$ cat config.mk
export PLATFORM = sky130hd
export DESIGN_NAME = multi_sensor_alarm_sequencer_flat
export DESIGN_NICKNAME = d
export VERILOG_FILES = /design/src/rtl/msas_pkg.sv /design/src/rtl/msas_if.sv /design/src/rtl/msas_node.sv /design/src/rtl/multi_sensor_alarm_sequencer.sv /design/src/flat_wrapper.sv
export SDC_FILE = /design/constraint.sdc
export NUM_CORES = 1
export LEC_CHECK = 0
export BUFFER_PORTS_ARGS = -buffer_cell sky130_fd_sc_hd__buf_2
export CORE_MARGIN = 2
export CORE_UTILIZATION = 45
export CTS_CLUSTER_DIAMETER = 80
export DETAILED_ROUTE_END_ITERATION = 12
export PLACE_DENSITY = 0.62
export SETUP_SLACK_MARGIN = 0.5
export SLEW_MARGIN = 20
export SYNTH_ARGS = -nofsm -noshare
export SYNTH_HDL_FRONTEND = slang
export SYNTH_SLANG_ARGS = --single-unit
export TNS_END_PERCENT = 10
$ cat constraint.sdc
create_clock -name clock -period 9.4 [get_ports clock]
set_input_delay 1.41 -clock clock [delete_from_list [all_inputs] [get_ports clock]]
set_output_delay 1.41 -clock clock [all_outputs]
set_load 0.01 [all_outputs]
$ cat src/rtl/msas_pkg.sv
// Package: shared widths, register indexes, reset values and payload types.
package msas_pkg;

   localparam int unsigned NODES_DEFAULT  = 4;
   localparam int unsigned SEV_NODES      = 4;
   localparam int unsigned SEV_W          = 8;
   localparam int unsigned TIMER_W        = 16;
   localparam int unsigned NODE_IDX_W     = 2;
   localparam int unsigned NODE_SEL_W     = 3;
   localparam int unsigned COUNT_W        = 3;
   localparam int unsigned CSR_DATA_W     = 32;
   localparam int unsigned CSR_INDEX_W    = 3;

   localparam logic [CSR_INDEX_W-1:0] REG_NODE_SEVERITIES = 3'd0;
   localparam logic [CSR_INDEX_W-1:0] REG_ALARM_HOLD      = 3'd1;
   localparam logic [CSR_INDEX_W-1:0] REG_REARM_WAIT      = 3'd2;
   localparam logic [CSR_INDEX_W-1:0] REG_RAISE_HOLD      = 3'd3;
   localparam logic [CSR_INDEX_W-1:0] REG_LOCKOUT         = 3'd4;

   localparam logic [31:0]        SEVERITIES_RESET = 32'h0106_0503;
   localparam logic [TIMER_W-1:0] ALARM_HOLD_RESET = 16'd50;
   localparam logic [TIMER_W-1:0] REARM_WAIT_RESET = 16'd300;
   localparam logic [TIMER_W-1:0] RAISE_HOLD_RESET = 16'd100;
   localparam logic [TIMER_W-1:0] LOCKOUT_RESET    = 16'd50;

   localparam logic CMD_TICK   = 1'b0;
   localparam logic CMD_REPORT = 1'b1;

   typedef struct packed {
      logic                  raise_alarm;
      logic [NODE_IDX_W-1:0] raised_node;
      logic [SEV_W-1:0]      raised_severity;
      logic                  clear_all;
      logic [COUNT_W-1:0]    active_count;
      logic [SEV_NODES-1:0]  active_mask;
   } rsp_type;

   typedef struct packed {
      logic                  tick;
      logic                  level_we;
      logic                  level;
   } node_ctl_type;

endpackage

$ cat src/rtl/msas_if.sv
// Interfaces: request and result channels with valid/ready handshake.
interface msas_req_if import msas_pkg::*; ();
   logic                  valid;
   logic                  ready;
   logic                  cmd;
   logic [NODE_IDX_W-1:0] node_index;
   logic                  motion_level;

   modport source (output valid, cmd, node_index, motion_level, input ready);
   modport sink   (input valid, cmd, node_index, motion_level, output ready);
endinterface

interface msas_rsp_if import msas_pkg::*; ();
   logic                  valid;
   logic                  ready;
   logic                  raise_alarm;
   logic [NODE_IDX_W-1:0] raised_node;
   logic [SEV_W-1:0]      raised_severity;
   logic                  clear_all;
   logic [COUNT_W-1:0]    active_count;
   logic [SEV_NODES-1:0]  active_mask;

   modport source (output valid, raise_alarm, raised_node, raised_severity, clear_all,
                   active_count, active_mask, input ready);
   modport sink   (input valid, raise_alarm, raised_node, raised_severity, clear_all,
                   active_count, active_mask, output ready);
endinterface

$ cat src/rtl/msas_node.sv
// Per-node machine: start, armed, alarm hold and rearm wait with stored motion level.
module msas_node import msas_pkg::*; (
   input  logic               clock,
   input  logic               reset,
   input  node_ctl_type       ctl,
   input  logic [TIMER_W-1:0] alarm_hold,
   input  logic [TIMER_W-1:0] rearm_wait,
   output logic               in_alarm
);

   typedef enum logic [1:0] {
      MODE_START = 2'd0,
      MODE_ARMED = 2'd1,
      MODE_ALARM = 2'd2,
      MODE_WAIT  = 2'd3
   } mode_type;

   mode_type           mode_ff, mode_in;
   logic               level_ff, level_in;
   logic [TIMER_W-1:0] timer_ff, timer_in;
   logic               expired;

   assign expired = (timer_ff == '0);

   always_comb begin
      mode_in  = mode_ff;
      timer_in = timer_ff;
      level_in = ctl.level_we ? ctl.level : level_ff;
      if (ctl.tick) begin
         case (mode_ff)
            MODE_START: begin
               mode_in = MODE_ARMED;
            end
            MODE_ARMED: begin
               if (level_ff) begin
                  mode_in  = MODE_ALARM;
                  timer_in = alarm_hold;
               end
            end
            MODE_ALARM: begin
               if (expired) begin
                  mode_in  = MODE_WAIT;
                  timer_in = rearm_wait;
               end else begin
                  timer_in = timer_ff - 1'b1;
               end
            end
            default: begin
               if (expired) begin
                  mode_in = MODE_ARMED;
               end else begin
                  timer_in = timer_ff - 1'b1;
               end
            end
         endcase
      end
   end

   // state after the item being taken this cycle
   assign in_alarm = (mode_in == MODE_ALARM);

   always_ff @(posedge clock) begin
      if (reset) begin
         mode_ff  <= MODE_START;
         level_ff <= 1'b0;
         timer_ff <= '0;
      end else begin
         mode_ff  <= mode_in;
         level_ff <= level_in;
         timer_ff <= timer_in;
      end
   end

endmodule

$ cat src/rtl/multi_sensor_alarm_sequencer.sv
// Top level: node machines, severity pick, global alarm machine and result buffer.
//
//   channel   dir   handshake      payload
//   req_chan  in    valid/ready    cmd, node_index, motion_level
//   rsp_chan  out   valid/ready    raise_alarm, raised_node, raised_severity,
//                                  clear_all, active_count, active_mask
//   csr_*     in    write enable   csr_index, csr_write_data
//
// One item per cycle while ready is high; each result is registered in the buffer.
// A two-entry result buffer keeps req_chan.ready high while one result waits.
// Synchronous active-high reset restores machines, CSRs and buffer valid flags.
// Ready drops only while both buffer entries are occupied.
module multi_sensor_alarm_sequencer import msas_pkg::*; #(
   parameter int unsigned NODES = NODES_DEFAULT
) (
   input  logic                   clock,
   input  logic                   reset,
   input  logic                   csr_write_enable,
   input  logic [CSR_INDEX_W-1:0] csr_index,
   input  logic [CSR_DATA_W-1:0]  csr_write_data,
   msas_req_if.sink               req_chan,
   msas_rsp_if.source             rsp_chan
);

   localparam int unsigned CNT_W = $clog2(NODES + 1);

   typedef enum logic [1:0] {
      G_START   = 2'd0,
      G_ARMED   = 2'd1,
      G_RAISED  = 2'd2,
      G_LOCKOUT = 2'd3
   } gmode_type;

   logic [31:0]        severities_ff;
   logic [TIMER_W-1:0] alarm_hold_ff, rearm_wait_ff, raise_hold_ff, lockout_ff;

   gmode_type          gmode_ff, gmode_in;
   logic [TIMER_W-1:0] gtimer_ff, gtimer_in;

   rsp_type            head_ff, head_in, tail_ff, tail_in, result;
   logic               head_valid_ff, head_valid_in, tail_valid_ff, tail_valid_in;

   logic               push, pop, tick;
   logic [NODES-1:0]   alarm;
   logic [CNT_W-1:0]   count_wide;
   logic [NODE_SEL_W-1:0] top_node;
   logic [SEV_W-1:0]   top_sev;
   logic               have_top;
   logic [SEV_NODES-1:0] mask;

   assign req_chan.ready = !tail_valid_ff;
   assign push = req_chan.valid && req_chan.ready;
   assign pop  = rsp_chan.valid && rsp_chan.ready;
   assign tick = push && (req_chan.cmd == CMD_TICK);

   // configuration
   always_ff @(posedge clock) begin
      if (reset) begin
         severities_ff <= SEVERITIES_RESET;
         alarm_hold_ff <= ALARM_HOLD_RESET;
         rearm_wait_ff <= REARM_WAIT_RESET;
         raise_hold_ff <= RAISE_HOLD_RESET;
         lockout_ff    <= LOCKOUT_RESET;
      end else if (csr_write_enable) begin
         case (csr_index)
            REG_NODE_SEVERITIES: severities_ff <= csr_write_data[31:0];
            REG_ALARM_HOLD:      alarm_hold_ff <= csr_write_data[TIMER_W-1:0];
            REG_REARM_WAIT:      rearm_wait_ff <= csr_write_data[TIMER_W-1:0];
            REG_RAISE_HOLD:      raise_hold_ff <= csr_write_data[TIMER_W-1:0];
            REG_LOCKOUT:         lockout_ff    <= csr_write_data[TIMER_W-1:0];
            default: ;
         endcase
      end
   end

   // node machines
   for (genvar n = 0; n < NODES; n++) begin : g_node
      node_ctl_type ctl;
      assign ctl.tick     = tick;
      assign ctl.level_we = push && (req_chan.cmd == CMD_REPORT) && (n < SEV_NODES) &&
                            (req_chan.node_index == NODE_IDX_W'(n));
      assign ctl.level    = req_chan.motion_level;

      msas_node u_node (
         .clock      (clock),
         .reset      (reset),
         .ctl        (ctl),
         .alarm_hold (alarm_hold_ff),
         .rearm_wait (rearm_wait_ff),
         .in_alarm   (alarm[n])
      );
   end

   // count, mask and highest severity, ties to the lower index
   always_comb begin
      logic [SEV_W-1:0] sev;
      count_wide = '0;
      mask       = '0;
      top_node   = '0;
      top_sev    = '0;
      have_top   = 1'b0;
      for (int unsigned n = 0; n < NODES; n++) begin
         sev = (n < SEV_NODES) ? severities_ff[SEV_W*(n % SEV_NODES) +: SEV_W] : '0;
         if (alarm[n]) begin
            count_wide = count_wide + 1'b1;
            if (n < SEV_NODES) begin
               mask[n % SEV_NODES] = 1'b1;
            end
            if (!have_top || sev > top_sev) begin
               have_top = 1'b1;
               top_sev  = sev;
               top_node = NODE_SEL_W'(n);
            end
         end
      end
   end

   // global machine and result
   always_comb begin
      gmode_in  = gmode_ff;
      gtimer_in = gtimer_ff;
      result    = '0;
      result.active_count = (count_wide > 3'd7) ? 3'd7 : COUNT_W'(count_wide);
      result.active_mask  = mask;
      if (tick) begin
         case (gmode_ff)
            G_START: begin
               gmode_in = G_ARMED;
            end
            G_ARMED: begin
               if (have_top) begin
                  gmode_in               = G_RAISED;
                  gtimer_in              = raise_hold_ff;
                  result.raise_alarm     = 1'b1;
                  result.raised_node     = top_node[NODE_IDX_W-1:0];
                  result.raised_severity = top_sev;
               end
            end
            G_RAISED: begin
               if (gtimer_ff == '0) begin
                  gmode_in         = G_LOCKOUT;
                  gtimer_in        = lockout_ff;
                  result.clear_all = 1'b1;
               end else begin
                  gtimer_in = gtimer_ff - 1'b1;
               end
            end
            default: begin
               if (gtimer_ff == '0) begin
                  gmode_in = G_ARMED;
               end else begin
                  gtimer_in = gtimer_ff - 1'b1;
               end
            end
         endcase
      end
   end

   // result buffer: head drives the port, tail catches a transfer while head waits
   always_comb begin
      head_in       = head_ff;
      tail_in       = tail_ff;
      head_valid_in = head_valid_ff;
      tail_valid_in = tail_valid_ff;
      if (pop) begin
         if (tail_valid_ff) begin
            head_in       = tail_ff;
            tail_valid_in = 1'b0;
         end else begin
            head_in       = result;
            head_valid_in = push;
         end
      end else if (push) begin
         if (head_valid_ff) begin
            tail_in       = result;
            tail_valid_in = 1'b1;
         end else begin
            head_in       = result;
            head_valid_in = 1'b1;
         end
      end
   end

   always_ff @(posedge clock) begin
      head_ff <= head_in;
      tail_ff <= tail_in;
      if (reset) begin
         gmode_ff      <= G_START;
         gtimer_ff     <= '0;
         head_valid_ff <= 1'b0;
         tail_valid_ff <= 1'b0;
      end else begin
         gmode_ff      <= gmode_in;
         gtimer_ff     <= gtimer_in;
         head_valid_ff <= head_valid_in;
         tail_valid_ff <= tail_valid_in;
      end
   end

   assign rsp_chan.valid           = head_valid_ff;
   assign rsp_chan.raise_alarm     = head_ff.raise_alarm;
   assign rsp_chan.raised_node     = head_ff.raised_node;
   assign rsp_chan.raised_severity = head_ff.raised_severity;
   assign rsp_chan.clear_all       = head_ff.clear_all;
   assign rsp_chan.active_count    = head_ff.active_count;
   assign rsp_chan.active_mask     = head_ff.active_mask;

   a_raise_clear_excl: assert property (@(posedge clock) disable iff (reset)
      rsp_chan.valid |-> !(rsp_chan.raise_alarm && rsp_chan.clear_all))
      else $error("raise and clear in one result");

   a_raise_has_active: assert property (@(posedge clock) disable iff (reset)
      (rsp_chan.valid && rsp_chan.raise_alarm) |-> (rsp_chan.active_count != 3'd0))
      else $error("raise without an active node");

   a_stall_only_full: assert property (@(posedge clock) disable iff (reset)
      !req_chan.ready |-> (rsp_chan.valid && tail_valid_ff))
      else $error("ready low with buffer space");

   a_tail_moves_up: assert property (@(posedge clock) disable iff (reset)
      (pop && tail_valid_ff) |=> (rsp_chan.valid && !tail_valid_ff))
      else $error("buffered result lost");

endmodule
$ cat src/flat_wrapper.sv
// flat-port wrapper written by rule: the top's interface ports become plain ports
module multi_sensor_alarm_sequencer_flat import msas_pkg::*;
#(
   parameter int unsigned NODES = NODES_DEFAULT
)
  (clock, reset, csr_write_enable, csr_index, csr_write_data, req_chan_valid, req_chan_cmd, req_chan_node_index, req_chan_motion_level, req_chan_ready, rsp_chan_valid, rsp_chan_raise_alarm, rsp_chan_raised_node, rsp_chan_raised_severity, rsp_chan_clear_all, rsp_chan_active_count, rsp_chan_active_mask, rsp_chan_ready);
  msas_req_if req_chan_i ();
  msas_rsp_if rsp_chan_i ();
  input  logic clock;
  input  logic reset;
  input  logic csr_write_enable;
  input  logic [CSR_INDEX_W-1:0] csr_index;
  input  logic [CSR_DATA_W-1:0] csr_write_data;
  input wire logic [$bits(req_chan_i.valid)-1:0] req_chan_valid;
  input wire logic [$bits(req_chan_i.cmd)-1:0] req_chan_cmd;
  input wire logic [$bits(req_chan_i.node_index)-1:0] req_chan_node_index;
  input wire logic [$bits(req_chan_i.motion_level)-1:0] req_chan_motion_level;
  output wire logic [$bits(req_chan_i.ready)-1:0] req_chan_ready;
  output wire logic [$bits(rsp_chan_i.valid)-1:0] rsp_chan_valid;
  output wire logic [$bits(rsp_chan_i.raise_alarm)-1:0] rsp_chan_raise_alarm;
  output wire logic [$bits(rsp_chan_i.raised_node)-1:0] rsp_chan_raised_node;
  output wire logic [$bits(rsp_chan_i.raised_severity)-1:0] rsp_chan_raised_severity;
  output wire logic [$bits(rsp_chan_i.clear_all)-1:0] rsp_chan_clear_all;
  output wire logic [$bits(rsp_chan_i.active_count)-1:0] rsp_chan_active_count;
  output wire logic [$bits(rsp_chan_i.active_mask)-1:0] rsp_chan_active_mask;
  input wire logic [$bits(rsp_chan_i.ready)-1:0] rsp_chan_ready;
  assign req_chan_i.valid = req_chan_valid;
  assign req_chan_i.cmd = req_chan_cmd;
  assign req_chan_i.node_index = req_chan_node_index;
  assign req_chan_i.motion_level = req_chan_motion_level;
  assign req_chan_ready = req_chan_i.ready;
  assign rsp_chan_valid = rsp_chan_i.valid;
  assign rsp_chan_raise_alarm = rsp_chan_i.raise_alarm;
  assign rsp_chan_raised_node = rsp_chan_i.raised_node;
  assign rsp_chan_raised_severity = rsp_chan_i.raised_severity;
  assign rsp_chan_clear_all = rsp_chan_i.clear_all;
  assign rsp_chan_active_count = rsp_chan_i.active_count;
  assign rsp_chan_active_mask = rsp_chan_i.active_mask;
  assign rsp_chan_i.ready = rsp_chan_ready;
  multi_sensor_alarm_sequencer #(.NODES(NODES)) u_core (.clock(clock), .reset(reset), .csr_write_enable(csr_write_enable), .csr_index(csr_index), .csr_write_data(csr_write_data), .req_chan(req_chan_i), .rsp_chan(rsp_chan_i));
endmodule
==> results_dict.tcl <==
set metrics [dict create \
    outcome "complete, no violations" \
    yosysWarnings 0 \
    clockPowerShare 0.411 \
    grt.busiest_layer "met2" \
    timing.final.hold_violations 0 \
    via_count 12701 \
    drc_errors 0 \
    critPathKind "input port to flip-flop" \
    arrival_ns 8.56 \
    critPathMaxStageDelay_ns 0.49 \
    synth_top_area_cell "dfxtp_1" \
    drt_iter0_drc 1243 \
    p_per_area_nw_per_um2 169 \
    period_needed_ns 8.30 \
    crit_path_end_kind "flip-flop" \
    clock-root-buffer "clkbuf_16" \
    initial_core_util 0.459 \
    drt-total-wl_mm 40.5 \
    synth_ff_type "dfxtp_1" \
    clockBufferDepth 3 \
    setup-violations-final 0 \
    fillerInstances 2767 \
    die_x_um 175 \
    num_rows 62 \
    clkSinkCount 230 \
    maxSlewHeadroom 0.253 \
    avgSynthCellArea_um2 7.91 \
    routedWlPerCell_um 19.6 \
    grt_pass1_wl_mm 64.2 \
    ys_seq_elements 230 \
    drive_above_1_share 0.0948 \
    portBuffers 64 \
    core-area_um2 28800 \
    use_met3 0.0323 \
    grt_pass1_vias 11584 \
    synth_async_sr_flop_share 0 \
    numCtsBuffers 27 \
    cts_tree "yes" \
    nNetsFinal 1771 \
    rr_worst_depth 31 \
    p_sw_w 0.000705 \
    vias_per_cell 6.13 \
    grt_use_met2 0.406 \
    overflow 0 \
    use_met1 0.366 \
    critPathMaxFanout 20 \
    grt_usage 0.256 \
    hold_depth 2 \
    clkLatencyLatePin_ns 0.55 \
    synth_area_leaders "dfxtp_1 (29%), edfxtp_1 (8.6%), nand2_1 (8.2%)" \
    gp_congestion 0.872 \
    synth_top_area_share 0.291 \
    hold_ws_ns 0.454 \
    rsz0062_at_grt "no" \
    grt_max_degree 118 \
    min_path_type "flip-flop to flip-flop" \
    ctsHtreeMaxLevel 1 \
    dieArea_um2 30800 \
    syn-instance-count 1671 \
    syn_to_final_growth_pct 10.2 \
    ys_seq_area_frac 0.377 \
    leakage_nw 5.09 \
    slew_viol_final 0 \
    combPwrFrac 0.156 \
    antenna_found_initial 0 \
    required_ns 9.66 \
    dieHeight_um 175 \
    fin_skew_ns 0.00873 \
    synth_edf_count 38 \
    drtAntennaViolNets 0 \
    slowest_stage "o31a_1" \
    cap_viol_max_count 0 \
    pwr-share-seq 0.433 \
    p_sw_frac 0.287 \
    start_kind "input port" \
    yosysUniqueCellTypes 83 \
    worst_pin_slew_ns 1.12 \
    path_clk_slew_ns 0.06 \
    p_int_w 0.00175 \
    fmax_ghz 0.120 \
    firstDrtPassIters 6 \
    io_pins 65 \
    synth_fp_nets 1773 \
    irDropWorstVdd_uv 132 \
    dp_hpwl_mm 27.5 \
    min_period_over_period 0.883 \
    tns_ns 0 \
    synthesis.area_um2 13200 \
    antennaDiodeCount 0 \
]
[layer usage]
metal | routed length (um) | share of wire
met5 | 0 | 0
met4 | 1180 | 0.029
met3 | 2850 | 0.070
met2 | 17900 | 0.44
met1 | 18600 | 0.46
[sequential cells by signal (all words and copies together), names as in the netlist, 3 cells and up]
| name | count |
|---|---|
| u_core.g_node.u_node.mode_ff | 8 |
| u_core.rsp_chan.active_count | 3 |
| u_core.gtimer_ff | 16 |
| u_core.severities_ff | 32 |
| u_core.alarm_hold_ff | 16 |
| u_core.raise_hold_ff | 16 |
| u_core.rsp_chan.active_mask | 4 |
| u_core.rearm_wait_ff | 16 |
| u_core.rsp_chan.raised_severity | 8 |
| u_core.tail_ff | 19 |
| u_core.g_node.u_node.level_ff | 4 |
| u_core.lockout_ff | 16 |
| u_core.g_node.u_node.timer_ff | 64 |
[logic make-up (layout without fill, tap and decap cells)]
kind of cell,count (synthesis),in the layout,synth area share
AO/OA/AOI/OAI,534,534,0.264
multiplexers,19,19,0.0150
flip-flops,230,230,0.377
adder cells (fa/ha/maj),58,58,0.0549
buffers and inverters,161,177,0.0487
AND/OR/NAND/NOR,659,659,0.233
XOR/XNOR,10,10,0.00662
[timing repair]
action                     in CTS  in global routing
hold buffers                    0                  0
resized for setup               0                  2
setup endpoints to repair       0                 20
buffers inserted                0                  3
[critical path: cells and delay by family]
family                   cells  cell delay (ns)
AND/OR/NAND/NOR              7             1.55
multiplexers                 1             0.21
buffers and inverters        2             0.46
adder cells (fa/ha/maj)      3             0.81
AO/OA/AOI/OAI               17             4.09
[final timing paths]
kind | from | to | slack, ns
max | req_chan_valid | u_core.tail_ff[11] | 1.10
min | u_core.lockout_ff[11] | u_core.lockout_ff[11] | 0.45
max reg2reg | u_core.g_node[0].u_node.mode_ff[1] | u_core.tail_ff[11] | 1.39
min reg2reg | u_core.lockout_ff[11] | u_core.lockout_ff[11] | 0.45
[metrics by stage]
stage	instance area, um^2	util	setup WS [ns]	std cells	power (W)
after floorplan	13200	-	1.52	1671	0.00135
after global placement	13700	0.476	0.607	2021	0.00146
after detailed placement	13700	0.476	0.431	2021	0.00146
after CTS	14500	0.505	0.998	2068	0.00247
after global routing	14600	0.506	0.537	2071	0.00257
final	14600	0.506	1.10	2071	0.00246
[final cells by class]
class	instances	area, um^2	area share
well taps	384	480	0.0330
clock inverters	6	48.8	0.00335
repair buffers	79	439	0.0301
flip-flops and latches	230	4980	0.342
clock buffers	41	800	0.0549
multi-input cells	1280	7630	0.524
inverters	51	191	0.0131
[cells in the mapped netlist, drive strengths merged (5+ instances only)]
cell type    n
nand2      290
dfxtp      192
a21oi      167
nor2       132
o21ai      111
clkbuf      94
a22oi       88
ha          58
inv         51
nand3       48
nor3        41
edfxtp      38
nand3b      29
a211oi      27
nor4        27
o22ai       17
buf         16
nand4       16
o32ai       16
and2        14
o31ai       14
mux2i       13
a21o        11
a221oi      11
a32oi        9
nand2b       9
nor2b        9
a311oi       8
or3          8
nor3b        7
o21bai       7
xnor2        7
mux2         6
or4          6
and4         5
nor4b        5
o211ai       5
o2bb2ai      5
[power groups by stage]
stage / registers (W) / logic [W] / clock network [W]
floorplan: 0.00108 / 0.000276 / 0
global placement: 0.00109 / 0.000373 / 0
detailed placement: 0.00109 / 0.000377 / 0
CTS: 0.00106 / 0.000379 / 0.00103
global route: 0.00107 / 0.000428 / 0.00107
finish: 0.00107 / 0.000383 / 0.00101
[layout by cell type (no fill, tap or decap), types with 8 or more instances in the layout]
cell type / n
nand2_1: 290
dfxtp_1: 192
a21oi_1: 167
nor2_1: 130
o21ai_0: 108
a22oi_1: 87
buf_2: 63
ha_1: 57
inv_1: 49
nand3_1: 48
nor3_1: 38
edfxtp_1: 38
nand3b_1: 29
clkbuf_16: 28
nor4_1: 23
a211oi_1: 23
o22ai_1: 17
nand4_1: 16
o32ai_1: 15
buf_4: 15
mux2i_1: 13
and2_1: 12
o31ai_1: 12
a21o_1: 11
a221oi_1: 11
nand2b_1: 9
nor2b_1: 9
a32oi_1: 9
or3_1: 8
clkbuf_1: 8
Note: power is estimated with default switching activity, not from simulation.
